<file path="config.mk">
export PLATFORM = sky130hd
export DESIGN_NAME = cross_correlation_peak_delay_core
export DESIGN_NICKNAME = d
export VERILOG_FILES = /design/src/rtl/core/xcpd_pkg.sv /design/src/rtl/core/cross_correlation_peak_delay_core.sv /design/src/rtl/core/xcpd_store.sv /design/src/rtl/core/xcpd_seq.sv /design/src/rtl/core/xcpd_mac.sv
export VERILOG_INCLUDE_DIRS = /design/src /design/src/rtl/core
export SDC_FILE = /design/constraint.sdc
export NUM_CORES = 2
export LEC_CHECK = 0
export BUFFER_PORTS_ARGS = -buffer_cell sky130_fd_sc_hd__buf_2
export CORE_ASPECT_RATIO = 1.1
export CORE_MARGIN = 1
export CORE_UTILIZATION = 30
export DETAILED_ROUTE_END_ITERATION = 12
export HOLD_SLACK_MARGIN = 0.05
export SLEW_MARGIN = 20
export SYNTH_ARGS = -nofsm -noshare
export SYNTH_HDL_FRONTEND = slang
export SYNTH_SLANG_ARGS = --single-unit
</file>
<file path="constraint.sdc">
create_clock -name clk -period 9.1 [get_ports clk]
set_input_delay 0.455 -clock clk [delete_from_list [all_inputs] [get_ports clk]]
set_output_delay 0.455 -clock clk [all_outputs]
set_load 0.05 [all_outputs]
</file>
<file path="src/rtl/core/cross_correlation_peak_delay_core_defines.svh">
// Assertion helpers for the correlation peak core.
`ifndef CROSS_CORRELATION_PEAK_DELAY_CORE_DEFINES_SVH
`define CROSS_CORRELATION_PEAK_DELAY_CORE_DEFINES_SVH

// Same-cycle implication, checked out of reset
`define XCPD_ASSERT_IMPLY(lbl, ck, rn, ante, cons) \
  lbl: assert property (@(posedge ck) disable iff (!rn) (ante) |-> (cons)) \
    else $error("xcpd: same-cycle check failed");

// Next-cycle implication, checked out of reset
`define XCPD_ASSERT_NEXT(lbl, ck, rn, ante, cons) \
  lbl: assert property (@(posedge ck) disable iff (!rn) (ante) |=> (cons)) \
    else $error("xcpd: next-cycle check failed");

`endif

</file>
<file path="src/rtl/core/xcpd_pkg.sv">
`default_nettype none

package xcpd_pkg;

  // default sizing
  localparam int DEF_MAX_LEN     = 32;
  localparam int DEF_SAMPLE_BITS = 16;

  // field widths
  localparam int FUNC_W   = 2;
  localparam int STATUS_W = 2;
  localparam int INDEX_W  = 6;
  localparam int DELAY_W  = 6;
  localparam int PEAK_W   = 37;
  localparam int WIDE_W   = 64;

  // item function codes
  localparam logic [FUNC_W-1:0] FUNC_LOAD_X  = 2'd0;
  localparam logic [FUNC_W-1:0] FUNC_LOAD_Y  = 2'd1;
  localparam logic [FUNC_W-1:0] FUNC_COMPUTE = 2'd2;

  // result status codes
  localparam logic [STATUS_W-1:0] STAT_OK    = 2'd0;
  localparam logic [STATUS_W-1:0] STAT_EMPTY = 2'd1;
  localparam logic [STATUS_W-1:0] STAT_DROP  = 2'd2;

  // one product term moving down the pipeline
  typedef struct packed {
    logic live;   // beat carries a term slot
    logic term;   // term lies inside both sequences
    logic first;  // first term of a lag
    logic last;   // last term of a lag
    logic fin;    // last term of the last lag
  } beat_t;

  // accumulator width: full-precision sum, capped at 64 bits (wraps beyond)
  function automatic int acc_width(input int sample_bits, input int max_len);
    int raw;
    raw = 2 * sample_bits + $clog2(max_len) + 1;
    return (raw > WIDE_W) ? WIDE_W : raw;
  endfunction

endpackage

`default_nettype wire

</file>
<file path="src/rtl/core/cross_correlation_peak_delay_core.sv">
// Load items (x or y sample) are accepted one per cycle while the block is idle;
// a compute item runs one product term per cycle through the single
// multiply-accumulate unit, and an empty sequence goes straight to the result
// with no run. The block is busy for the whole compute.
// Reset (rst_n low, synchronous) clears both counts, the drop flag and the
// output valid; the sample memories keep their contents.
`default_nettype none
`include "cross_correlation_peak_delay_core_defines.svh"

module cross_correlation_peak_delay_core import xcpd_pkg::*; #(
  parameter int MAX_LEN     = DEF_MAX_LEN,
  parameter int SAMPLE_BITS = DEF_SAMPLE_BITS
) (
  input  logic                          clk,
  input  logic                          rst_n,
  input  logic                          in_valid,
  output logic                          in_ready,
  input  logic [FUNC_W-1:0]             in_func,
  input  logic signed [SAMPLE_BITS-1:0] in_sample,
  output logic                          out_valid,
  input  logic                          out_ready,
  output logic [STATUS_W-1:0]           out_status,
  output logic [INDEX_W-1:0]            out_peak_index,
  output logic signed [DELAY_W-1:0]     out_delay,
  output logic signed [PEAK_W-1:0]      out_peak_value
);

  localparam int AW     = $clog2(MAX_LEN);
  localparam int CW     = $clog2(MAX_LEN + 1);
  localparam int KW     = $clog2(2 * MAX_LEN);
  localparam int ACC_W  = acc_width(SAMPLE_BITS, MAX_LEN);
  localparam int CALC_W = 32;

  typedef enum logic [1:0] {S_IDLE, S_RUN, S_EMIT} state_t;

  state_t                  state_r;
  logic [CW-1:0]           x_count_r;
  logic [CW-1:0]           y_count_r;
  logic [CW-1:0]           nx_r;
  logic [CW-1:0]           ny_r;
  logic                    ovf_r;
  logic                    start_r;
  logic                    empty_r;
  logic [STATUS_W-1:0]     status_r;
  logic                    out_valid_r;
  logic [STATUS_W-1:0]     out_status_r;
  logic [INDEX_W-1:0]      out_peak_index_r;
  logic [DELAY_W-1:0]      out_delay_r;
  logic [PEAK_W-1:0]       out_peak_value_r;

  logic                    in_acc;
  logic                    compute_acc;
  logic                    run_start;
  logic                    counts_ok;
  logic                    counts_clear;
  logic [CW-1:0]           cur_count;
  logic                    cnt_full;
  logic                    wr_x;
  logic                    wr_y;
  logic [AW-1:0]           x_addr;
  logic [AW-1:0]           y_addr;
  logic signed [SAMPLE_BITS-1:0] x_data;
  logic signed [SAMPLE_BITS-1:0] y_data;
  beat_t                   beat;
  logic                    mac_done;
  logic [KW-1:0]           best_k;
  logic signed [ACC_W-1:0] best_v;
  logic [CALC_W-1:0]       index_full;
  logic [CALC_W-1:0]       delay_full;
  logic signed [WIDE_W-1:0] peak_ext;

  assign in_ready    = (state_r == S_IDLE);
  assign in_acc      = in_valid && in_ready;
  assign compute_acc = in_acc && (in_func == FUNC_COMPUTE);
  assign run_start   = compute_acc && (x_count_r != '0) && (y_count_r != '0);
  assign out_valid   = out_valid_r;

  // count sanity terms
  assign counts_ok    = (x_count_r <= CW'(MAX_LEN)) && (y_count_r <= CW'(MAX_LEN));
  assign counts_clear = (x_count_r == '0) && (y_count_r == '0) && !ovf_r;

  // load path: pick the store being filled, drop when full
  always_comb begin
    if (in_func == FUNC_LOAD_X) begin
      cur_count = x_count_r;
    end else begin
      cur_count = y_count_r;
    end
    cnt_full = (cur_count == CW'(MAX_LEN));
    wr_x     = in_acc && (in_func == FUNC_LOAD_X) && !cnt_full;
    wr_y     = in_acc && (in_func == FUNC_LOAD_Y) && !cnt_full;
  end

  // result formatting
  always_comb begin
    index_full = CALC_W'(best_k);
    delay_full = CALC_W'(best_k) - CALC_W'(nx_r) + CALC_W'(1);
    peak_ext   = WIDE_W'(best_v);
  end

  xcpd_store #(
    .MAX_LEN     (MAX_LEN),
    .SAMPLE_BITS (SAMPLE_BITS)
  ) u_store (
    .clk     (clk),
    .wr_x    (wr_x),
    .wr_y    (wr_y),
    .wr_addr (cur_count[AW-1:0]),
    .wr_data (in_sample),
    .x_addr  (x_addr),
    .y_addr  (y_addr),
    .x_data  (x_data),
    .y_data  (y_data)
  );

  xcpd_seq #(
    .MAX_LEN (MAX_LEN)
  ) u_seq (
    .clk    (clk),
    .rst_n  (rst_n),
    .start  (start_r),
    .nx     (nx_r),
    .ny     (ny_r),
    .x_addr (x_addr),
    .y_addr (y_addr),
    .beat   (beat)
  );

  xcpd_mac #(
    .MAX_LEN     (MAX_LEN),
    .SAMPLE_BITS (SAMPLE_BITS)
  ) u_mac (
    .clk    (clk),
    .rst_n  (rst_n),
    .beat   (beat),
    .x_data (x_data),
    .y_data (y_data),
    .done   (mac_done),
    .best_k (best_k),
    .best_v (best_v)
  );

  // control FSM, counts and output register
  always_ff @(posedge clk) begin
    if (!rst_n) begin
      state_r     <= S_IDLE;
      out_valid_r <= 1'b0;
      x_count_r   <= '0;
      y_count_r   <= '0;
      ovf_r       <= 1'b0;
      start_r     <= 1'b0;
    end else begin
      start_r <= run_start;
      // result taken and no new one loaded this cycle
      if (out_valid_r && out_ready && (state_r != S_EMIT)) begin
        out_valid_r <= 1'b0;
      end
      case (state_r)
        S_IDLE: begin
          if (in_acc) begin
            case (in_func)
              FUNC_LOAD_X: begin
                if (cnt_full) begin
                  ovf_r <= 1'b1;
                end else begin
                  x_count_r <= x_count_r + CW'(1);
                end
              end
              FUNC_LOAD_Y: begin
                if (cnt_full) begin
                  ovf_r <= 1'b1;
                end else begin
                  y_count_r <= y_count_r + CW'(1);
                end
              end
              FUNC_COMPUTE: begin
                nx_r      <= x_count_r;
                ny_r      <= y_count_r;
                x_count_r <= '0;
                y_count_r <= '0;
                ovf_r     <= 1'b0;
                if ((x_count_r == '0) || (y_count_r == '0)) begin
                  empty_r  <= 1'b1;
                  status_r <= STAT_EMPTY;
                  state_r  <= S_EMIT;
                end else begin
                  empty_r  <= 1'b0;
                  status_r <= ovf_r ? STAT_DROP : STAT_OK;
                  state_r  <= S_RUN;
                end
              end
              default: begin
              end
            endcase
          end
        end
        S_RUN: begin
          if (mac_done) begin
            state_r <= S_EMIT;
          end
        end
        S_EMIT: begin
          if (!out_valid_r || out_ready) begin
            out_valid_r  <= 1'b1;
            out_status_r <= status_r;
            if (empty_r) begin
              out_peak_index_r <= '0;
              out_delay_r      <= '0;
              out_peak_value_r <= '0;
            end else begin
              out_peak_index_r <= index_full[INDEX_W-1:0];
              out_delay_r      <= delay_full[DELAY_W-1:0];
              out_peak_value_r <= peak_ext[PEAK_W-1:0];
            end
            state_r <= S_IDLE;
          end
        end
        default: begin
          state_r <= S_IDLE;
        end
      endcase
    end
  end

  assign out_status     = out_status_r;
  assign out_peak_index = out_peak_index_r;
  assign out_delay      = out_delay_r;
  assign out_peak_value = out_peak_value_r;

  // checks
  `XCPD_ASSERT_IMPLY(a_done_in_run, clk, rst_n, mac_done, state_r == S_RUN)
  `XCPD_ASSERT_IMPLY(a_count_bound, clk, rst_n, 1'b1, counts_ok)
  `XCPD_ASSERT_NEXT(a_compute_clears, clk, rst_n, compute_acc, counts_clear)
  `XCPD_ASSERT_NEXT(a_start_run, clk, rst_n, run_start, start_r && (state_r == S_RUN))

endmodule

`default_nettype wire

</file>
<file path="src/rtl/core/xcpd_store.sv">
`default_nettype none

module xcpd_store import xcpd_pkg::*; #(
  parameter int MAX_LEN     = DEF_MAX_LEN,
  parameter int SAMPLE_BITS = DEF_SAMPLE_BITS,
  localparam int AW         = $clog2(MAX_LEN)
) (
  input  logic                          clk,
  input  logic                          wr_x,
  input  logic                          wr_y,
  input  logic [AW-1:0]                 wr_addr,
  input  logic signed [SAMPLE_BITS-1:0] wr_data,
  input  logic [AW-1:0]                 x_addr,
  input  logic [AW-1:0]                 y_addr,
  output logic signed [SAMPLE_BITS-1:0] x_data,
  output logic signed [SAMPLE_BITS-1:0] y_data
);

  logic signed [SAMPLE_BITS-1:0] x_mem [MAX_LEN];
  logic signed [SAMPLE_BITS-1:0] y_mem [MAX_LEN];
  logic signed [SAMPLE_BITS-1:0] x_data_r;
  logic signed [SAMPLE_BITS-1:0] y_data_r;

  // reference sequence: one write, one registered read
  always_ff @(posedge clk) begin
    if (wr_x) begin
      x_mem[wr_addr] <= wr_data;
    end
    x_data_r <= x_mem[x_addr];
  end

  // received sequence: one write, one registered read
  always_ff @(posedge clk) begin
    if (wr_y) begin
      y_mem[wr_addr] <= wr_data;
    end
    y_data_r <= y_mem[y_addr];
  end

  assign x_data = x_data_r;
  assign y_data = y_data_r;

endmodule

`default_nettype wire

</file>
<file path="src/rtl/core/xcpd_seq.sv">
`default_nettype none

module xcpd_seq import xcpd_pkg::*; #(
  parameter int MAX_LEN = DEF_MAX_LEN,
  localparam int AW     = $clog2(MAX_LEN),
  localparam int CW     = $clog2(MAX_LEN + 1),
  localparam int KW     = $clog2(2 * MAX_LEN),
  localparam int SW     = KW + 1
) (
  input  logic          clk,
  input  logic          rst_n,
  input  logic          start,
  input  logic [CW-1:0] nx,
  input  logic [CW-1:0] ny,
  output logic [AW-1:0] x_addr,
  output logic [AW-1:0] y_addr,
  output beat_t         beat
);

  logic          run_r;
  logic [AW-1:0] i_r;
  logic [KW-1:0] k_r;
  beat_t         beat_r;

  logic [SW-1:0] sum;
  logic [SW-1:0] base;
  logic [SW-1:0] t_full;
  logic [KW-1:0] lags_m1;
  logic          lo_ok;
  logic          hi_ok;
  logic          last_i;
  logic          last_k;

  // y index = i + k - (nx - 1), in range only when 0 <= t < ny
  always_comb begin
    sum     = SW'(i_r) + SW'(k_r);
    base    = SW'(nx) - SW'(1);
    lo_ok   = (sum >= base);
    t_full  = sum - base;
    hi_ok   = (t_full < SW'(ny));
    lags_m1 = KW'(nx) + KW'(ny) - KW'(2);
    last_i  = (CW'(i_r) == (nx - CW'(1)));
    last_k  = (k_r == lags_m1);
  end

  assign x_addr = i_r;
  assign y_addr = t_full[AW-1:0];
  assign beat   = beat_r;

  // run flag and beat tags, aligned with the registered memory read
  always_ff @(posedge clk) begin
    if (!rst_n) begin
      run_r  <= 1'b0;
      beat_r <= '0;
    end else begin
      beat_r.live  <= run_r;
      beat_r.term  <= run_r && lo_ok && hi_ok;
      beat_r.first <= (i_r == '0);
      beat_r.last  <= last_i;
      beat_r.fin   <= last_i && last_k;
      if (start) begin
        run_r <= 1'b1;
      end else if (run_r && last_i && last_k) begin
        run_r <= 1'b0;
      end
    end
  end

  // term index i inner, lag k outer
  always_ff @(posedge clk) begin
    if (start) begin
      i_r <= '0;
      k_r <= '0;
    end else if (run_r) begin
      if (last_i) begin
        i_r <= '0;
        k_r <= k_r + KW'(1);
      end else begin
        i_r <= i_r + AW'(1);
      end
    end
  end

endmodule

`default_nettype wire

</file>
<file path="src/rtl/core/xcpd_mac.sv">
`default_nettype none

module xcpd_mac import xcpd_pkg::*; #(
  parameter int MAX_LEN     = DEF_MAX_LEN,
  parameter int SAMPLE_BITS = DEF_SAMPLE_BITS,
  localparam int KW         = $clog2(2 * MAX_LEN),
  localparam int ACC_W      = acc_width(SAMPLE_BITS, MAX_LEN)
) (
  input  logic                          clk,
  input  logic                          rst_n,
  input  beat_t                         beat,
  input  logic signed [SAMPLE_BITS-1:0] x_data,
  input  logic signed [SAMPLE_BITS-1:0] y_data,
  output logic                          done,
  output logic [KW-1:0]                 best_k,
  output logic signed [ACC_W-1:0]       best_v
);

  beat_t                          beat2_r;
  logic signed [2*SAMPLE_BITS-1:0] prod_r;
  logic signed [ACC_W-1:0]        prod_ext;
  logic signed [ACC_W-1:0]        acc_base;
  logic signed [ACC_W-1:0]        total;
  logic signed [ACC_W-1:0]        acc_r;
  logic signed [ACC_W-1:0]        best_v_r;
  logic [KW-1:0]                  best_k_r;
  logic [KW-1:0]                  k_r;
  logic                           done_r;

  // running sum of the current lag
  always_comb begin
    prod_ext = ACC_W'(prod_r);
    if (beat2_r.first) begin
      acc_base = '0;
    end else begin
      acc_base = acc_r;
    end
    total = acc_base + prod_ext;
  end

  // control: beat tags, lag counter, done pulse
  always_ff @(posedge clk) begin
    if (!rst_n) begin
      beat2_r <= '0;
      k_r     <= '0;
      done_r  <= 1'b0;
    end else begin
      beat2_r <= beat;
      done_r  <= beat2_r.live && beat2_r.fin;
      if (beat2_r.live && beat2_r.last) begin
        if (beat2_r.fin) begin
          k_r <= '0;
        end else begin
          k_r <= k_r + KW'(1);
        end
      end
    end
  end

  // multiply, accumulate, keep the first strict maximum
  always_ff @(posedge clk) begin
    if (beat.term) begin
      prod_r <= x_data * y_data;
    end else begin
      prod_r <= '0;
    end
    if (beat2_r.live) begin
      acc_r <= total;
      if (beat2_r.last && ((k_r == '0) || (total > best_v_r))) begin
        best_v_r <= total;
        best_k_r <= k_r;
      end
    end
  end

  assign done   = done_r;
  assign best_k = best_k_r;
  assign best_v = best_v_r;

endmodule

`default_nettype wire
</file>
**Word level (Yosys, flattened, before mapping)**

Memory sizes are Yosys's and may differ from the RTL's. A register that Yosys moved wholly into a read port is not among the register bits.
Index checks and enable logic that the tools add are counted.

- Register bits after elaboration: 225
- Memory bits (writable): 1024
- Input port bits: 22
- Output and inout port bits: 53
- Logic and storage cells: 138
- Memories: 2

Memories:

| name | depth | bits a word | read ports | clocked after memory_dff | write ports | line | RTL |
|---|---|---|---|---|---|---|---|
| u_store.x_mem | 32 | 16 | 1 | 1 | 1 | xcpd_store.sv:19 | `logic signed [SAMPLE_BITS-1:0] x_mem [MAX_LEN];` |
| u_store.y_mem | 32 | 16 | 1 | 1 | 1 | xcpd_store.sv:20 | `logic signed [SAMPLE_BITS-1:0] y_mem [MAX_LEN];` |

- Add/subtract/negate cells: 14
- Multipliers: 1
- Order comparisons: 3
- Equality and inequality tests: 15
- Multiplexer cells: 27
- Reduce and logical (&&, ||, !) cells: 44

Operators by type and width:

| kind | count |
|---|---|
| adder 38 x 32 -> 38 bit | 1 |
| greater-than comparator 38 bit | 1 |
| 2-to-1 mux 38 bit | 1 |
| multiplier 16 x 16 -> 32 bit | 1 |
| adder 6 x 1 -> 6 bit, second input constant | 4 |
| 2-to-1 mux 6 bit | 4 |
| one-hot mux 6 bit (2 select lines) | 2 |
| AND reduction 4 bit | 5 |
| logical AND 1 bit | 18 |
| zero test 6 bit | 3 |
| 2-to-1 mux 2 bit | 6 |
| nonzero test 6 bit | 2 |
| 2-to-1 mux 1 bit | 11 |
| != test 2 x 1 -> 1 bit, second input constant | 4 |
| != test 2 bit, second input constant | 4 |
| nonzero test 2 bit | 4 |
| adder 5 x 6 -> 7 bit | 1 |
| greater-or-equal comparator 7 bit | 1 |
| < comparator 7 x 6 -> 1 bit | 1 |
| subtractor 6 x 1 -> 7 bit, second input constant | 1 |
| subtractor 7 bit | 1 |
| adder 6 x 2 -> 6 bit, second input constant | 1 |
| adder 6 bit | 1 |
| == test 5 x 6 -> 1 bit | 1 |
| 18 further kinds | 25 |

**Depth between registers and ports, before layout**

- Depth in word-level cells: 7
- Gate-level depth with buffers: 25
- Gate-level depth less buffers: 24

**Cells and area by module**

From an unflattened synthesis, not the netlist that was laid out.

- Cell total of the unflattened synthesis: 4497
- Area, all modules: 63041.7 µm²

By module, submodules not included:

| module | times used | cells each | area an instance (µm²) | seq. area each (µm²) |
|---|---|---|---|---|
| xcpd_store | 1 | 2284 | 41009.3 | 31390.1 |
| xcpd_mac | 1 | 1704 | 16585.9 | 3323.2 |
| cross_correlation_peak_delay_core | 1 | 289 | 3613.5 | 2322.2 |
| xcpd_seq | 1 | 220 | 1833.0 | 340.3 |

**Worst setup path before layout**

OpenSTA, ideal clock, no wires.

- Path type: register to register
- Start point: register u_mac.beat2_r[2] (netlist bit)
- End point: register u_mac.best_k_r[0], in the netlist u_mac.best_k[0] (enable)
- Setup time: 0.506 ns
- Data arrival time: 7.924 ns
- Required time: 8.594 ns
- Path slack: 0.670 ns
- Cell stages (with the launch flop): 23
- Path buffers: 2
- Clock period less this slack: 8.430 ns
- Cell sequence: dfxtp_1 > clkbuf_1 > clkbuf_1 > nor2b_1 > fa_1 > a211oi_1 > o21ai_2 > nor3_2 > o31ai_4 > o211a_4 > and3_4 > o2111ai_2 > o22ai_2 > a311o_1 > ha_1 > and3_1 > a221oi_1 > nand2_1 > a2111oi_0 > o211ai_1 > nand2_1 > xnor2_1 > o21ai_0

- Word-level cells in the longest chain between the ends: 6

RTL lines:

| item | line | RTL |
|---|---|---|
| start, declared | xcpd_mac.sv:19 | `beat_t beat2_r;` |
| start signal, assigned | xcpd_mac.sv:48 | `beat2_r <= beat;` |
| 2-to-1 mux 38 bit | xcpd_mac.sv:33 | `if (beat2_r.first) begin` |
| adder 38 x 32 -> 38 bit | xcpd_mac.sv:38 | `total = acc_base + prod_ext;` |
| named net u_mac.total[36] | xcpd_mac.sv:23 | `logic signed [ACC_W-1:0] total;` |
| greater-than comparator 38 bit | xcpd_mac.sv:69 | `if (beat2_r.last && ((k_r == '0) \|\| (total > best_v_r))) begin` |
| logical OR 1 bit | xcpd_mac.sv:69 |  |
| logical AND 1 bit | xcpd_mac.sv:69 |  |
| AND reduction 2 bit (no source line) | n/a |  |
| end signal, assigned | xcpd_mac.sv:71 | `best_k_r <= k_r;` |
| end, declared | xcpd_mac.sv:26 | `logic [KW-1:0] best_k_r;` |

The timed path passes the listed nets, and every way through them passes these cells.
A chain may end at the register's enable or synchronous reset.

**Worst setup path after layout**

- Start point: register u_store.y_data_r[2], in the netlist u_store.y_data[2] (read register of u_store.y_mem)
- End point: register u_mac.prod_r[31]

- Word-level cells in the longest chain between the ends: 1

RTL lines:

| item | line | RTL |
|---|---|---|
| start, declared | xcpd_store.sv:22 | `logic signed [SAMPLE_BITS-1:0] y_data_r;` |
| multiplier 16 x 16 -> 32 bit | xcpd_mac.sv:63 | `prod_r <= x_data * y_data;` |
| end signal, assigned | xcpd_mac.sv:63 |  |
| end, declared | xcpd_mac.sv:20 | `logic signed [2*SAMPLE_BITS-1:0] prod_r;` |

Every way passes these cells.

==> flow_summary.yaml <==
logic_synthesis:
  synthesis.area_um2: 61150
  synth_top_area_share_pct: 57.55
  synth_area_leaders: "edfxtp_1, mux4_2, fa_1"
  synth_edf_count: 1172
  ys_types: 78
  ys_ff_latch: 1281
  synthCells: 3718
  syn_avg_cell_area_um2: 16.45
  ys_seq_area_share_pct: 61.12
  syn_nets: 4209
  ys_warn_count: 0
  synthTopCellsByCount: "edfxtp_1, inv_1, mux4_2"
  yosysMostFrequentCell: "edfxtp_1"
  synth_top_cell_by_area: "edfxtp_1"
  ys.flop_type: "edfxtp_1"
  synthArstFlopShare_pct: 0
global_route:
  grt_usage_pct: 13.79
  busiest_layer: "met2"
  antenna_found_initial: 4
  grt_pass1_wl_um: 211900
  grt_max_degree: 65
  grt-ovfl-total: 0
  gr-usage-met3_pct: 2.165
  use_met2_pct: 24.23
  grt.met1_usage_pct: 17.72
  grt_pass1_vias: 33040
timing:
  holdWs_ns: 0.1586
  period_share_pct: 72.50
  setup_violations: 0
  fin_tns_setup_ns: 0
  hold_viol: 0
  slew_viol_final: 0
  min_period_ns: 6.597
  rsz0062_at_grt: "false"
  maxSlewHeadroom_pct: 31.06
  max_freq_ghz: 0.1516
  fin_skew_ns: 0.05530
  tightest_slew_ns: 1.034
floorplan:
  initial_utilization_pct: 30.25
  rows: 173
  ios: 75
  core_area_um2: 202200
  die_w_um: 432.5
  die_y_um: 475.5
  die-area_um2: 205600
finish:
  drive_gt1_share_pct: 18.78
  final_nets: 4382
  area_growth_pct: 13.97
  design_area_um2: 69690
  fin_util_pct: 34.47
setup_path:
  r2r-start: "u_store.y_data[2]"
  critPathMaxFanout: 16
  critPathKind: "flop to flop"
  critPathTopFamily: "adder cells"
  slowest_stage: "fa_1"
  cp.arrival_ns: 7.25
  worstPathCellList: "nand2_1, inv_1, fa_1, fa_1, inv_1, fa_1, fa_1, fa_1, fa_1, inv_1, ha_1, a21o_1, a21o_1, a21o_1, a21oi_1, a21oi_1, or3_1, nand2_1, xnor2_1, and2_1"
  required_ns: 9.75
  r2r_setup_slack_ns: 2.50
  crit_path_start: "u_store.y_data[2]"
  r2r_end: "u_mac.prod_r[31]"
  end_kind: "flop"
  crit_path_max_incr_delay_ns: 0.83
  path_common_cell: "fa_1"
  path_buf_inv: 3
  critPathLaunchType: "flop"
  r2r_cells: 20
hold_path:
  min_from: "in_func[1]"
  min_path_type: "input pin to flop"
  min_to: "ovf_r"
  holdPathStages: 4
clock_tree:
  h-tree-depth: 4
  cts_buffers: 137
  tritoncts: "built"
  cts.sinks: 1281
  post_cts.repair.setup_buffers: 0
  cts_root_buffer: "clkbuf_16"
  ctsResizeCount: 0
  insertion_delay_ns: 0.78
  postCtsHoldBufs: 0
  cts_buffer_depth: 3
  cts.clk_slew.worst_paths_ns: 0.06
placed_design:
  dp_hpwl_um: 88050
  portBuffers: 74
  place_congestion: 0.8046
  place_area_um2: 65140
route:
  drt-pass1-iter-count: 6
  wl_per_cell_um: 20.89
  drc_errors: 0
  drt_iter0_markers: 2032
  post_drt_via_cell_ratio: 4.645
  drt_wl_total_um: 140300
  postRouteAntennaNets: 0
  vias: 31190
flow_run:
  max-cap-violations: 0
outcome:
  outcome: "completed"
-- per-layer routing --
layer  vias up  wire length, um
li1      14030                -
met1     16320            59680
met2       673            72100
met3       172             5979
met4         0             2504
met5         -                0
-- layout make-up --
class	count	area, um2
Timing Repair Buffer	163	1086
Sequential cell	1281	37390
Multi-Input combinational cell	1906	21820
Fill cell	19210	132500
Clock inverter	71	772.0
Inverter	402	1509
Antenna cell	4	10.01
Tap cell	2712	3393
Clock buffer	176	3711
-- sequential cells by signal, indices dropped and copies added (netlist names), 5 cells and up --
signal and count:
u_store.y_data 16, u_mac.best_k 6, ny_r 6, y_count_r 6, u_seq.x_addr 5, u_mac.k_r 6, u_store.y_mem 512, x_count_r 6
u_mac.acc_r 38, u_seq.beat 5, nx_r 6, out_delay 6, u_seq.k_r 6, u_mac.prod_r 32, u_store.x_mem 512, out_peak_index 6
u_mac.best_v 38, out_peak_value 37, u_store.x_data 16
-- kinds of logic (layout without fill, tap and decap cells) --
group | Yosys count | after routing | share of synthesized area (%)
other cells | 0 | 4 | 0
compound gates | 257 | 257 | 2.816
xor+xnor | 121 | 121 | 1.733
fa+ha+maj | 469 | 469 | 12.87
simple gates | 702 | 702 | 5.666
mux | 357 | 357 | 12.47
flops | 1281 | 1281 | 61.12
buf+inv | 531 | 812 | 3.321
-- through the flow --
step,std cells,worst slack [ns]
floorplan,3718,0.6698
global placement,6463,2.227
detailed placement,6463,2.150
CTS,6710,2.155
global route,6712,2.010
finish,6715,2.503
-- worst max-delay path by stage --
stage,slack (ns),to,cells after the start
global route,2.01,u_mac.prod_r[29],23
global placement,2.23,u_mac.best_v[10],23
finish,2.50,u_mac.prod_r[31],20
floorplan,0.67,u_mac.best_k[0],22
CTS,2.15,u_mac.best_v[25],23
detailed placement,2.15,u_mac.best_v[10],23
-- layout by cell type (no fill, tap or decap), types with 9 or more instances in the layout --
cell type / n
a21o_1: 47
a21oi_1: 81
and2_1: 152
and3_1: 14
buf_2: 63
buf_4: 99
clkbuf_1: 31
clkbuf_16: 142
clkinv_1: 19
clkinv_2: 26
dfxtp_1: 104
edfxtp_1: 1172
fa_1: 266
ha_1: 201
inv_1: 402
mux2_2: 33
mux4_2: 320
nand2_1: 194
nand2b_1: 11
nand3_1: 21
nand4_1: 24
nor2_1: 185
nor2b_1: 54
o21a_1: 14
o21ai_0: 34
o21bai_1: 9
xnor2_1: 75
xor2_1: 43
-- worst register-to-register path: stages, from the launching register on --
cell     delay, ns
dfxtp_1       0.72
nand2_1       0.20
inv_1         0.12
fa_1          0.56
fa_1          0.83
inv_1         0.16
fa_1          0.51
fa_1          0.57
fa_1          0.43
fa_1          0.49
inv_1         0.04
ha_1          0.32
a21o_1        0.19
a21o_1        0.18
a21o_1        0.18
a21oi_1       0.20
a21oi_1       0.12
or3_1         0.37
nand2_1       0.08
xnor2_1       0.06
and2_1        0.15
Power is not shown: default switching activity piles up to over one toggle a cycle in this logic, so the estimate is an artifact.
